==> src/sv/wnm_pkg.sv <==
`default_nettype none
// ----------------------------------------------------------------------------
// wnm_pkg
// Shared types, codes and defaults for the windowed neighbor maximum block.
// ----------------------------------------------------------------------------
package wnm_pkg;

  // parameter defaults
  localparam int SERIES_DEPTH_DEF = 1024;
  localparam int SAMPLE_BITS_DEF  = 16;
  localparam int HALF_MAX_DEF     = 63;

  // fixed field widths
  localparam int POS_W     = 10;
  localparam int CFG_IDX_W = 2;
  localparam int CFG_DW    = 6;
  localparam int HALF_CW   = 6;
  localparam int DIR_W     = 2;
  localparam int BND_W     = 2;

  // register indexes
  localparam logic [CFG_IDX_W-1:0] REG_HALF_WIDTH = 2'd0;
  localparam logic [CFG_IDX_W-1:0] REG_DIRECTION  = 2'd1;
  localparam logic [CFG_IDX_W-1:0] REG_BOUNDARY   = 2'd2;

  // neighbourhood codes
  localparam logic [DIR_W-1:0] DIR_LEFT  = 2'd0;
  localparam logic [DIR_W-1:0] DIR_RIGHT = 2'd1;
  localparam logic [DIR_W-1:0] DIR_BOTH  = 2'd2;
  localparam logic [DIR_W-1:0] DIR_ALL   = 2'd3;

  // edge handling codes (any other code discards)
  localparam logic [BND_W-1:0] BND_REFLECT = 2'd0;
  localparam logic [BND_W-1:0] BND_WRAP    = 2'd1;
  localparam logic [BND_W-1:0] BND_DISCARD = 2'd2;

  // request kinds
  localparam logic KIND_LOAD  = 1'b0;
  localparam logic KIND_QUERY = 1'b1;

  // reset values of the registers
  localparam logic [HALF_CW-1:0] HALF_RST = 6'd1;
  localparam logic [DIR_W-1:0]   DIR_RST  = DIR_ALL;
  localparam logic [BND_W-1:0]   BND_RST  = BND_REFLECT;

  typedef enum logic [1:0] {
    ST_IDLE,
    ST_SCAN,
    ST_LAST
  } wnm_state_e;

  // controller to datapath
  typedef struct packed {
    logic load;
    logic query_init;
    logic reject;
    logic issue;
    logic finish;
  } wnm_cmd_t;

  // datapath to controller
  typedef struct packed {
    logic query_ok;
    logic last_issue;
  } wnm_status_t;

endpackage
`default_nettype wire

==> src/sv/wnm_ctrl.sv <==
`default_nettype none
// ----------------------------------------------------------------------------
// wnm_ctrl
// Sequencer: takes requests, runs the window scan and triggers the result.
// ----------------------------------------------------------------------------
module wnm_ctrl (
  input  wire logic                 clk_i,
  input  wire logic                 rst_ni,
  input  wire logic                 start,
  input  wire logic                 kind_i,
  input  wire wnm_pkg::wnm_status_t status_i,
  output wnm_pkg::wnm_cmd_t         cmd_o,
  output logic                      busy
);
  import wnm_pkg::*;

  wnm_state_e state_q, state_d;

  // state register
  always_ff @(posedge clk_i or negedge rst_ni) begin
    if (!rst_ni) begin
      state_q <= ST_IDLE;
    end else begin
      state_q <= state_d;
    end
  end

  // next state and commands
  always_comb begin
    state_d = state_q;
    cmd_o   = '0;
    case (state_q)
      ST_IDLE: begin
        if (start) begin
          if (kind_i == KIND_LOAD) begin
            cmd_o.load = 1'b1;
          end else if (status_i.query_ok) begin
            cmd_o.query_init = 1'b1;
            state_d          = ST_SCAN;
          end else begin
            cmd_o.reject = 1'b1;
          end
        end
      end
      ST_SCAN: begin
        cmd_o.issue = 1'b1;
        if (status_i.last_issue) begin
          state_d = ST_LAST;
        end
      end
      ST_LAST: begin
        cmd_o.finish = 1'b1;
        state_d      = ST_IDLE;
      end
      default: begin
        state_d = ST_IDLE;
      end
    endcase
  end

  assign busy = (state_q != ST_IDLE);

  // checks
  a_last_ret: assert property (@(posedge clk_i) disable iff (!rst_ni)
    state_q == ST_LAST |=> state_q == ST_IDLE)
    else $error("last read not followed by idle");

  a_scan_end: assert property (@(posedge clk_i) disable iff (!rst_ni)
    (state_q == ST_SCAN && status_i.last_issue) |=> state_q == ST_LAST)
    else $error("scan did not stop at last read");

  a_cmd_one: assert property (@(posedge clk_i) disable iff (!rst_ni)
    $onehot0({cmd_o.load, cmd_o.query_init, cmd_o.reject, cmd_o.issue, cmd_o.finish}))
    else $error("more than one command at a time");

endmodule
`default_nettype wire

==> config.mk <==
export PLATFORM = sky130hd
export DESIGN_NAME = wnm_ctrl
export DESIGN_NICKNAME = d
export VERILOG_FILES = /design/src/sv/wnm_pkg.sv /design/src/sv/wnm_ctrl.sv
export SDC_FILE = /design/constraint.sdc
export NUM_CORES = 1
export LEC_CHECK = 0
export BUFFER_PORTS_ARGS = -buffer_cell sky130_fd_sc_hd__clkbuf_2
export CAP_MARGIN = 20
export CORE_AREA = 2 2 39 41
export DETAILED_ROUTE_END_ITERATION = 10
export DIE_AREA = 0 0 41 43
export GPL_ROUTABILITY_DRIVEN = 0
export PLACE_DENSITY_LB_ADDON = 0.12
export SLEW_MARGIN = 15
export SYNTH_ARGS = -nofsm -noshare
export SYNTH_HDL_FRONTEND = slang
export SYNTH_SLANG_ARGS = --single-unit
==> constraint.sdc <==
create_clock -name clk_i -period 1.05 [get_ports clk_i]
set_input_delay 0.0525 -clock clk_i [delete_from_list [all_inputs] [get_ports clk_i]]
set_output_delay 0.0525 -clock clk_i [all_outputs]
set_load 0.05 [all_outputs]
### Word level (Yosys, flattened, before mapping)

Cells that the tools add are included.
W data, S select, Z words.

| word-level totals | value |
|---|---|
| bits in registers | 2 |
| input port bits | 6 |
| word-level logic and storage cells | 23 |

| operators by class | value |
|---|---|
| equal/unequal tests | 6 |
| multiplexer cells | 13 |
| reductions and logical operators | 3 |

Operator list:

| kind | count |
|---|---|
| $mux W2 | 5 |
| $ne A2 B2 Y1 const B | 4 |
| $mux W3 | 2 |
| $mux W1 | 5 |
| $pmux W2 S2 | 1 |
| $reduce_and A4 Y1 | 1 |
| $eq A2 B1 Y1 const B | 1 |
| $eq A2 B2 Y1 const B | 1 |
| $logic_not A2 Y1 | 1 |
| $reduce_bool A2 Y1 | 1 |

### Logic depth before layout (Yosys ltp)

| depth | value |
|---|---|
| depth in word-level cells | 4 |
| depth in mapped cells | 3 |
| gate-level depth less buffers | 2 |

### Worst setup path after synthesis

Ideal clock, no wire load.

| timing | value |
|---|---|
| path type | register -> output |
| from | register state_q[1] |
| to | output port cmd_o[3] (netlist bit) |
| arrival | 1.425 ns |
| data required time | 0.998 ns |
| setup slack | -0.428 ns |
| cell stages (with the launch flop) | 4 |
| cells stage by stage | dfrtp_1 or2_1 buf_6 nor2_1 |

RTL lines:

| item | line | RTL |
|---|---|---|
| from (decl) | wnm_ctrl.sv:17 | `wnm_state_e state_q, state_d;` |
| from (signal assigned) | wnm_ctrl.sv:24 | `state_q <= state_d;` |
| to (decl) | wnm_ctrl.sv:12 | `output wnm_pkg::wnm_cmd_t cmd_o,` |

==> results.sh <==
export IMPL_vdd_drop_max_mv=0.3359
export IMPL_drive_gt1_share_pct=73.53
export IMPL_final_cells=50
export IMPL_rows=14
export IMPL_timing_rr_start="state_q[0]"
export IMPL_power_mw=0.4836
export IMPL_die_x_um=41
export IMPL_track_usage_pct=7.028
export IMPL_antenna_found_initial=0
export IMPL_path_cells="or2_4 > nor4_4 > clkbuf_8"
export IMPL_cts_buffers=3
export IMPL_cp_start_kind="flip-flop"
export IMPL_violations="setup timing"
export IMPL_hold_path_end="state_q[1]"
export IMPL_p_leak_nw=0.1854
export IMPL_clk_latency_ns=0.23
export IMPL_fill_cells=145
export IMPL_nets=42
export IMPL_placed_cells_incl_taps=44
export IMPL_required_ns=1.00
export IMPL_die_y_um=43
export IMPL_cts_tree="built"
export IMPL_overflow=0
export IMPL_portBuffers=11
export IMPL_clock_skew_ns=0.005039
export IMPL_fmaxAchievable_ghz=0.7680
export IMPL_yosys_warnings=0
export IMPL_ys_types=13
export IMPL_criticalPathCategory="reg -> out"
export IMPL_min_path_type="in -> reg"
export IMPL_rsz0062_at_grt="yes"
export IMPL_reg_top3="state_q: 2 flops"
export IMPL_maxSlewViolCount=0
export IMPL_setup_viol=8
export IMPL_cts_clk_slew_worst_paths_ns=0.03
export IMPL_routed_via_count=176
export IMPL_grt_pass1_vias=187
export IMPL_final_common_cell="clkbuf_2"
export IMPL_fp_dieArea_um2=1763
export IMPL_htree_levels=1
export IMPL_tightest_slew_ns=0.1941
export IMPL_pin_count=12
export IMPL_slowest_stage="dfrtp_1"
export IMPL_hold_path_depth=2
export IMPL_drt_iter0_markers=2
export IMPL_ys_seq_area_share_pct=31.01
export IMPL_syn_num_nets=22
export IMPL_firstDrtPassIters=2
export IMPL_grt_max_degree=6
export IMPL_syn_inst=16
export IMPL_antenna_left=0
export IMPL_cp_slowest_stage_delay_ns=0.37
export IMPL_avgSynthCellArea_um2=10.09
export IMPL_areaGrowthSynthToFinish_pct=132.6
export IMPL_start_util_pct=11.66
export IMPL_top_register="state_q"
export IMPL_hold_path_startpoint="status_i[0]"
export IMPL_whs_ns=0.05683
export IMPL_netlist_area_um2=161.4
export IMPL_ys_ff_latch=2
export IMPL_via_per_inst=3.520
export IMPL_synth_top_area_cell="dfrtp_1"
export IMPL_fin_area_um2=375.4
export IMPL_drv_cap=0
export IMPL_final_util_pct=27.12
export IMPL_r2r_slack_ns=-0.15
export IMPL_antennaDiodeCount=0
export IMPL_status="finished, violations left"
export IMPL_fin_ws_ns=-0.2521
export IMPL_clk_root_buffer_cell="clkbuf_4"
export IMPL_largest_reg_flops=2
export IMPL_crit_fanout=5
export IMPL_p_per_area_nw_per_um2=1288
export IMPL_synth_top_area_share_pct=31.01
export IMPL_cp_end_kind="output pin"
export IMPL_clock_path_buffers=2
export IMPL_slew_headroom_pct=86.96
export IMPL_critPathArrivalTime_ns=1.25
export IMPL_core_area_um2=1384
export IMPL_fin_crit_ns=1.302
export IMPL_routed_wl_um=417
export IMPL_period_share_pct=124.0
export IMPL_mostFrequentLayoutCells="5 x clkbuf_2, 3 x inv_1, 3 x clkbuf_4, 3 x buf_8, 3 x buf_4"
export IMPL_rr_endpoint="state_q[1]"
export IMPL_final_setup_tns_ns=-1.433
export IMPL_yosys_top_cells_area="dfrtp_1 31%, nor4_4 13%, o2bb2ai_2 9.3%"
export IMPL_clock_sinks=2
export IMPL_dpl_cell_area_um2=249.0
export IMPL_grt_pass1_wl_um=738
export IMPL_rr_worst_depth=5
export IMPL_wl_per_cell_um=8.340
export IMPL_hold_viol_final=0
export IMPL_pre_cts_ws_ns=-0.1741
export IMPL_drcViolationCount=0
cell usage after synthesis:
master     count
and2b_1        1
buf_6          1
nor3_2         1
nor2_1         1
nand3_1        1
dfrtp_1        2
o2bb2ai_2      1
nor4_4         1
nor2b_1        1
inv_1          3
or2_1          1
buf_4          1
and2_1         1
layout make-up:
cell class	instances	area [µm²]	share of cell area, %
Clock buffer	3	22.52	6.000
Tap cell	16	20.02	5.333
Inverter	3	11.26	3.000
Multi-Input combinational cell	9	93.84	25.00
Timing Repair Buffer	17	177.7	47.33
Sequential cell	2	50.05	13.33
how the worst max path moves through the flow:
stage               start        to  slack [ns]  cells after the start
2_1_floorplan  state_q[1]  cmd_o[2]       -0.30                      3
3_3_place_gp   state_q[1]  cmd_o[2]       -0.16                      3
3_5_place_dp   state_q[1]  cmd_o[2]       -0.17                      3
4_1_cts        state_q[1]  cmd_o[2]       -0.27                      3
5_1_grt        state_q[1]  cmd_o[2]       -0.33                      3
6_report       state_q[1]  cmd_o[2]       -0.25                      3
power breakdown:
part,leakage [nW],switching (mW),internal (mW)
Sequential,0.0269,0.00303,0.0832
Combinational,0.145,0.115,0.108
Clock,0.0138,0.0485,0.127
repair_timing:
action | CTS | global route
setup buffers | 1 | 1
hold buffers | 1 | 0
gates cloned | 0 | 0
resized for setup | 16 | 4
pin swaps | 1 | 0
endpoints found under the hold margin | 2 | 0
setup endpoints to repair | 7 | 8
metal layers:
layer  global-route usage [%]  part of all wire [%]  vias up
li1                         -                     -       85
met1                    6.431                    33       87
met2                    9.063                    63        4
met3                    4.712                   3.8        0
met4                    8.000                     0        0
met5                        0                     0        -
critical path: cells and delay by family (launching register included):
kind / cells / cell delay [ns]
DFF: 1 / 0.37
buffers and inverters: 1 / 0.22
and+or+nand+nor: 2 / 0.43
cells by family after synthesis:
logic type	count (synthesis)	synth area share, %
simple gates	8	41.09
buf+inv	5	18.61
compound gates	1	9.300
flops	2	31.01
(Power assumes the default switching activity.)
